==> config.mk <==
export PLATFORM = sky130hd
export DESIGN_NAME = fca_ctrl
export DESIGN_NICKNAME = d
export VERILOG_FILES = /design/src/hdl/fca_pkg.sv /design/src/hdl/fca_ctrl.sv
export SDC_FILE = /design/constraint.sdc
export NUM_CORES = 1
export LEC_CHECK = 0
export BUFFER_PORTS_ARGS = -buffer_cell sky130_fd_sc_hd__buf_2
export CORE_MARGIN = 5
export CORE_UTILIZATION = 50
export CTS_CLUSTER_DIAMETER = 60
export DETAILED_ROUTE_END_ITERATION = 10
export PLACE_DENSITY = 0.79
export SYNTH_ARGS = -nofsm -noshare
export SYNTH_HDL_FRONTEND = slang
export SYNTH_SLANG_ARGS = --single-unit
==> constraint.sdc <==
create_clock -name clk_i -period 6.98 [get_ports clk_i]
set_input_delay 1.396 -clock clk_i [delete_from_list [all_inputs] [get_ports clk_i]]
set_output_delay 1.396 -clock clk_i [all_outputs]
set_load 0.01 [all_outputs]
==> src/hdl/fca_pkg.sv <==
// ============================================================================
// fca_pkg: shared types and constants of the chain allocator
// Holds the action and status codes, the link table tags, and the command
// and status structs that join the controller and the datapath.
// ============================================================================
package fca_pkg;

  // Field widths of the stream beats.
  localparam int unsigned ActW   = 2;
  localparam int unsigned HeadW  = 11;
  localparam int unsigned CountW = 6;
  localparam int unsigned StatW  = 2;
  localparam int unsigned BlkW   = 11;
  localparam int unsigned NumW   = 12;
  // Width of the saturated run counter (holds MAX_RUN up to 127).
  localparam int unsigned KW     = 7;

  // Link table tags: a link to block b is stored as b + LinkBase.
  localparam int unsigned TagFree  = 0;
  localparam int unsigned TagEnd   = 1;
  localparam int unsigned LinkBase = 2;

  typedef enum logic [1:0] {
    ACT_CREATE = 2'd0,
    ACT_EXTEND = 2'd1,
    ACT_READ   = 2'd2,
    ACT_FREE   = 2'd3
  } act_e;

  typedef enum logic [1:0] {
    ST_OK      = 2'd0,
    ST_NOSPACE = 2'd1,
    ST_BROKEN  = 2'd2,
    ST_RSVD    = 2'd3
  } stat_e;

  typedef enum logic [3:0] {
    OP_NONE,
    OP_CLEAR,
    OP_ACCEPT,
    OP_LOAD_HEAD,
    OP_FREE_CUR,
    OP_WALK,
    OP_VADV,
    OP_ROST,
    OP_FIND_START,
    OP_FIND_NEXT,
    OP_ALLOC_END,
    OP_LINK_CUR,
    OP_STEP_K
  } dp_op_e;

  typedef enum logic [2:0] {
    RD_CUR,
    RD_NX,
    RD_HEAD,
    RD_HINT,
    RD_PTR_INC
  } rd_sel_e;

  typedef enum logic [2:0] {
    RES_NOSPACE_ZERO,
    RES_NOSPACE_HEAD,
    RES_BROKEN,
    RES_OK_HEAD,
    RES_OK_CUR
  } res_e;

  typedef struct packed {
    dp_op_e  op;
    rd_sel_e rd;
    logic    emit;
    res_e    res;
    logic    fin;
  } cmd_t;

  typedef struct packed {
    act_e act;
    logic clr_done;
    logic rd_zero;
    logic rd_end;
    logic rd_link;
    logic nx_ok;
    logic nx_is_cur;
    logic k_done;
    logic cnt_zero;
    logic room_ok;
    logic used_full;
    logic head_ok;
    logic steps_over;
    logic out_free;
  } sts_t;

endpackage

==> src/hdl/fca_ctrl.sv <==
// ============================================================================
// fca_ctrl: controller of the chain allocator
// Sequences the clearing pass, chain walks, free scans and result beats.
// ============================================================================
module fca_ctrl (
  input  logic          clk_i,
  input  logic          rst_ni,
  input  logic          in_valid_i,
  output logic          in_ready_o,
  input  fca_pkg::sts_t sts_i,
  output fca_pkg::cmd_t cmd_o
);

  typedef enum logic [15:0] {
    S_CLR      = 16'h0001,
    S_IDLE     = 16'h0002,
    S_DISP     = 16'h0004,
    S_HEV      = 16'h0008,
    S_FREV     = 16'h0010,
    S_RVEV     = 16'h0020,
    S_ROST     = 16'h0040,
    S_ROEV     = 16'h0080,
    S_XEV      = 16'h0100,
    S_FIND_ST  = 16'h0200,
    S_FIND_EV  = 16'h0400,
    S_CR_WR    = 16'h0800,
    S_X_LINK   = 16'h1000,
    S_X_END    = 16'h2000,
    S_X_EMIT   = 16'h4000,
    S_EMIT_FIN = 16'h8000
  } state_e;

  state_e        state_q, state_d;
  fca_pkg::res_e fin_res_q, fin_res_d;

  always_ff @(posedge clk_i or negedge rst_ni) begin
    if (!rst_ni) begin
      state_q   <= S_CLR;
      fin_res_q <= fca_pkg::RES_OK_HEAD;
    end else begin
      state_q   <= state_d;
      fin_res_q <= fin_res_d;
    end
  end

  assign in_ready_o = (state_q == S_IDLE);

  always_comb begin
    state_d   = state_q;
    fin_res_d = fin_res_q;
    cmd_o     = '{op: fca_pkg::OP_NONE, rd: fca_pkg::RD_CUR, emit: 1'b0,
                  res: fca_pkg::RES_OK_CUR, fin: 1'b0};
    case (state_q)
      S_CLR: begin
        cmd_o.op = fca_pkg::OP_CLEAR;
        if (sts_i.clr_done) begin
          state_d = S_IDLE;
        end
      end
      S_IDLE: begin
        if (in_valid_i) begin
          cmd_o.op = fca_pkg::OP_ACCEPT;
          state_d  = S_DISP;
        end
      end
      S_DISP: begin
        if (sts_i.act == fca_pkg::ACT_CREATE) begin
          if (sts_i.used_full) begin
            fin_res_d = fca_pkg::RES_NOSPACE_ZERO;
            state_d   = S_EMIT_FIN;
          end else begin
            state_d = S_FIND_ST;
          end
        end else if (!sts_i.head_ok) begin
          fin_res_d = fca_pkg::RES_BROKEN;
          state_d   = S_EMIT_FIN;
        end else begin
          cmd_o.op = fca_pkg::OP_LOAD_HEAD;
          cmd_o.rd = fca_pkg::RD_HEAD;
          state_d  = S_HEV;
        end
      end
      S_HEV: begin
        if (sts_i.rd_zero) begin
          fin_res_d = fca_pkg::RES_BROKEN;
          state_d   = S_EMIT_FIN;
        end else if (sts_i.act == fca_pkg::ACT_FREE) begin
          state_d = S_FREV;
        end else if (sts_i.cnt_zero) begin
          fin_res_d = fca_pkg::RES_OK_HEAD;
          state_d   = S_EMIT_FIN;
        end else if (sts_i.act == fca_pkg::ACT_READ) begin
          state_d = S_RVEV;
        end else if (!sts_i.room_ok) begin
          fin_res_d = fca_pkg::RES_NOSPACE_HEAD;
          state_d   = S_EMIT_FIN;
        end else begin
          state_d = S_XEV;
        end
      end
      S_FREV: begin
        if (sts_i.rd_zero) begin
          fin_res_d = fca_pkg::RES_OK_HEAD;
          state_d   = S_EMIT_FIN;
        end else begin
          cmd_o.op = fca_pkg::OP_FREE_CUR;
          cmd_o.rd = fca_pkg::RD_NX;
          if (!sts_i.rd_link || !sts_i.nx_ok || sts_i.nx_is_cur) begin
            fin_res_d = fca_pkg::RES_OK_HEAD;
            state_d   = S_EMIT_FIN;
          end
        end
      end
      S_RVEV: begin
        if (sts_i.rd_zero) begin
          fin_res_d = fca_pkg::RES_BROKEN;
          state_d   = S_EMIT_FIN;
        end else if (sts_i.k_done) begin
          state_d = S_ROST;
        end else if (!sts_i.rd_link || !sts_i.nx_ok) begin
          fin_res_d = fca_pkg::RES_BROKEN;
          state_d   = S_EMIT_FIN;
        end else begin
          cmd_o.op = fca_pkg::OP_VADV;
          cmd_o.rd = fca_pkg::RD_NX;
        end
      end
      S_ROST: begin
        cmd_o.op = fca_pkg::OP_ROST;
        cmd_o.rd = fca_pkg::RD_HEAD;
        state_d  = S_ROEV;
      end
      S_ROEV: begin
        if (sts_i.out_free) begin
          cmd_o.emit = 1'b1;
          if (sts_i.k_done) begin
            state_d = S_IDLE;
          end else begin
            cmd_o.op = fca_pkg::OP_VADV;
            cmd_o.rd = fca_pkg::RD_NX;
          end
        end
      end
      S_XEV: begin
        if (sts_i.rd_zero) begin
          fin_res_d = fca_pkg::RES_BROKEN;
          state_d   = S_EMIT_FIN;
        end else if (sts_i.rd_end) begin
          state_d = S_FIND_ST;
        end else if (sts_i.steps_over || !sts_i.nx_ok) begin
          fin_res_d = fca_pkg::RES_BROKEN;
          state_d   = S_EMIT_FIN;
        end else begin
          cmd_o.op = fca_pkg::OP_WALK;
          cmd_o.rd = fca_pkg::RD_NX;
        end
      end
      S_FIND_ST: begin
        cmd_o.op = fca_pkg::OP_FIND_START;
        cmd_o.rd = fca_pkg::RD_HINT;
        state_d  = S_FIND_EV;
      end
      S_FIND_EV: begin
        if (sts_i.rd_zero) begin
          state_d = (sts_i.act == fca_pkg::ACT_CREATE) ? S_CR_WR : S_X_LINK;
        end else begin
          cmd_o.op = fca_pkg::OP_FIND_NEXT;
          cmd_o.rd = fca_pkg::RD_PTR_INC;
        end
      end
      S_CR_WR: begin
        cmd_o.op  = fca_pkg::OP_ALLOC_END;
        fin_res_d = fca_pkg::RES_OK_CUR;
        state_d   = S_EMIT_FIN;
      end
      S_X_LINK: begin
        cmd_o.op = fca_pkg::OP_LINK_CUR;
        state_d  = S_X_END;
      end
      S_X_END: begin
        cmd_o.op = fca_pkg::OP_ALLOC_END;
        state_d  = S_X_EMIT;
      end
      S_X_EMIT: begin
        if (sts_i.out_free) begin
          cmd_o.emit = 1'b1;
          if (sts_i.k_done) begin
            state_d = S_IDLE;
          end else begin
            cmd_o.op = fca_pkg::OP_STEP_K;
            state_d  = S_FIND_ST;
          end
        end
      end
      S_EMIT_FIN: begin
        if (sts_i.out_free) begin
          cmd_o.emit = 1'b1;
          cmd_o.res  = fin_res_q;
          cmd_o.fin  = 1'b1;
          state_d    = S_IDLE;
        end
      end
      default: begin
        state_d = S_CLR;
      end
    endcase
  end

endmodule

==> impl.org <==
** Outcome
- Result of the run :: finished clean

** Timing
- Final worst clock skew :: 14.61 ps
- In the post-route analysis, the smallest setup slack over all paths is 2705 ps.
- Hold is met by 499.8 ps.
- Timing-limited maximum frequency :: between 200 and 250 MHz
- Transition time at the pin with the least slew margin :: 812.0 ps
- The total count of hold-check failures in the final report was 0.
- The final max-slew violation count came to 0.
- Max transition margin :: between 40% and 50%
- Final setup viols :: 0
- Adding up every negative setup slack in the final design gives 0 ps.
- Shortest clock period the worst path allows after layout :: roughly 4300 ps
- Setup repair after global routing missed its margin :: no
- After layout, the worst path uses slightly above 60% of the clock period.

** Logic synthesis
- Flop and latch count out of synthesis :: 19
- Synthesized-area fraction occupied by xor and xnor cells :: under 10%
- Simple logic cell fraction of the synthesized area :: roughly two fifths
- By area, the combinational part of the netlist is dominated by simple AND/OR/NAND/NOR gates.
- The synthesized netlist devotes 0% of its cell area to adder and majority cells.
- Each instance of the synthesized netlist takes up on average about 8.4 µm².
- Summing the areas of all compound-gate instances in the mapped netlist gives approximately 18% of the synthesized area.
- Of all flip-flops after synthesis, the portion carrying an async set or reset was 100.0%.
- For this run, the register share of the synthesized area comes to 29.53%.
- Most used flip-flop cell after synthesis :: dfrtp_1
- The mapped netlist covers ~1600 µm².
- Synthesis handed over a netlist of approximately 190 instances.
- Synthesis instantiated 51 different standard cells from the library.
- The number of nets in the synthesized netlist is approximately 210.
- Number of synthesized flops with an enable pin :: 0
- During synthesis, Yosys emitted a total of 0 warnings.
- Of the post-synthesis cell area, the part taken by muxes is approximately 3.2%.

** CTS
- Clock sink count :: 19
- Clock input transition at the sequential cells of the worst setup and hold paths :: approximately 90 ps
- # resized after CTS :: 0
- Root buffer selected by CTS :: clkbuf_4
- Inserted Clock Buffers :: 3
- Number of levels the H-tree was split into :: 1
- Post-CTS Setup Inserts :: 0
- TritonCTS clock tree :: built
- Number of buffers inserted by hold repair at cts :: 0
- Bufs on Longest Clock Path :: 2
- Clk Latency, worst-skew pair :: slightly above 300 ps

** Worst setup path
- Along the worst path, the maximum fanout reaches 10.
- Nature of the critical path startpoint :: flop
- Required arrival time at the worst endpoint :: approximately 5600 ps
- The worst setup path is of the flop to output pin kind.
- CP Data Arrival Time :: roughly 2900 ps
- The worst setup path is captured at an output pin.

** Route
- Routed vias :: between 1,500 and 2,000
- Detail Route Antenna Nets :: 0
- 1st-pass router iterations :: 4
- Post-detailed-route via-to-cell ratio :: about 6.3
- Routed wire length :: roughly 4600 µm
- After the first detailed-routing iteration, the DRC count stood at 170.
- In the final routed layout, each cell accounts on average for roughly 18 µm.
- In the routed design, unresolved DRC markers number 0.

** Global routing
- Entering global routing, the biggest net connects 20 pins.
- The initial antenna violation count is 0.
- The via count of the first global-routing pass was between 1,000 and 1,500.
- Summed over all layers, the global routing overflow is 0.
- The first global-routing pass estimated around 7300 µm of wire.
- GR Util All Layers :: approximately 22%

** Pwr
- In this run the static leakage power is approximately 0.00080 µW.
- Cell area power density :: 192.5 nW/µm²
- Max rail drop VDD :: between 0.1 and 0.15 mV

** Cells and area
- Most common cell after layout, fill and taps aside :: buf_2
- Measured on the finished design, the core utilization comes to around 58%.
- From synthesis to final layout, the design area changed by 10.72%.
- NumNets Final :: around 240
- Antenna diodes :: 0
- Of the cells placed in the final design, the portion with a size suffix greater than 1 is roughly 23%.
- Leaving out fill and tap cells, the most frequent cells in the layout are buf_2, nor2_1, nand2_1, dfrtp_1, inv_1.

** Place
- The congestion estimate from routability-driven global placement came to between 0.9 and 1.
- Detailed Place HPWL :: approximately 3600 µm
- Prior to clock tree synthesis, the placed netlist has a worst setup slack of ~3000 ps.
- The count of buffers added on input and output ports is 30.

** Die
- Row count :: 20
- Width of the chip :: around 67 µm
- The core region is between 3000 and 4000 µm².
- Floorplan die area :: between 4000 and 5000 µm²
- In this run the vertical extent of the chip is 66.97 µm.
- For this design the top-level I/O count stands at 31.
- Initial standard-cell utilization of the core :: 52.72%

** Job
- MaxCap Viol Count :: 0

** Min path
- Hold WC Path Type :: flop to flop
routing by layer:
layer | GRT usage [%] | routed length, µm
met3 | 4.384 | 260
met1 | 32.02 | 2158
met5 | 0 | 0
met2 | 32.55 | 2093
met4 | 6.835 | 91
report_power, final:
| group | internal [µW] | switching, µW |
|---|---|---|
| Clock | 22.3 | 34.4 |
| Sequential | 121 | 11.7 |
| Combinational | 56.4 | 100 |
state kept, by name, summed over array words and instances, names as in the netlist:
register	count
fin_res_q	3
state_q	16
final timing paths:
| check | slack (ps) | depth (start not counted) | start | endpoint |
|---|---|---|---|---|
| max reg2reg | 4370 | 6 | state_q[4] | fin_res_q[1] |
| min in group asynchronous | 1010 | 1 | rst_ni | state_q[7] |
| min reg2reg | 500 | 1 | fin_res_q[2] | fin_res_q[2] |
| max | 2700 | 6 | state_q[8] | cmd_o[10] |
| max in group asynchronous | 5620 | 1 | rst_ni | fin_res_q[1] |
| min | 500 | 1 | fin_res_q[2] | fin_res_q[2] |
synth_stat cells (all sizes together), types with 2 or more instances:
cell / n / area [µm²]
or3: 5 / 31.28
buf: 10 / 61.30
nand4: 10 / 68.81
a21oi: 5 / 25.02
a32o: 2 / 20.02
inv: 11 / 41.29
nor4b: 7 / 61.31
nor2: 20 / 75.07
a221o: 2 / 20.02
nand2: 16 / 60.06
or4: 3 / 26.27
and2: 3 / 18.77
o2111ai: 3 / 26.28
o22ai: 2 / 18.77
and4: 2 / 17.52
nor3: 6 / 30.03
o21ai: 8 / 40.04
o211ai: 2 / 28.78
dfstp: 3 / 78.83
nand3: 8 / 40.04
nor2b: 3 / 18.77
xor2: 4 / 35.03
o31ai: 3 / 22.52
nand2b: 7 / 43.79
mux2: 3 / 41.29
nor4: 11 / 120.1
nor3b: 2 / 15.01
dfrtp: 16 / 400.4
o32ai: 4 / 35.03
kinds of logic after synthesis:
logic type	Yosys count
muxes	4
and+or+nand+nor	106
buffers and inverters	22
AOI/OAI and AO/OA	38
xor gates and xnor gates	4
DFF	19
cell type report:
| type | count | area (µm²) |
|---|---|---|
| fill | 278 | 1281 |
| multi-input combinational | 152 | 1037 |
| sequential | 19 | 479.2 |
| timing repair buffer | 31 | 157.7 |
| tap | 44 | 55.05 |
| inverter | 11 | 41.29 |
| clock buffer | 4 | 26.28 |
per-stage QoR:
stage          power, µW  instances  instance area, µm²
3_3_place_gp       288.2        257                1770
5_1_grt            368.4        261                1797
4_1_cts            344.9        261                1797
6_report           345.9        261                1797
3_5_place_dp       287.6        257                1770
2_1_floorplan      244.7        193                1623
critical path: stages (launching register included):
cell and delay, ps:
dfrtp_1 490, nor4_4 640, and2_0 420, nand3_1 210
or3_1 430, o2111ai_1 210, buf_2 170
Note: power is estimated with default switching activity, not from simulation.
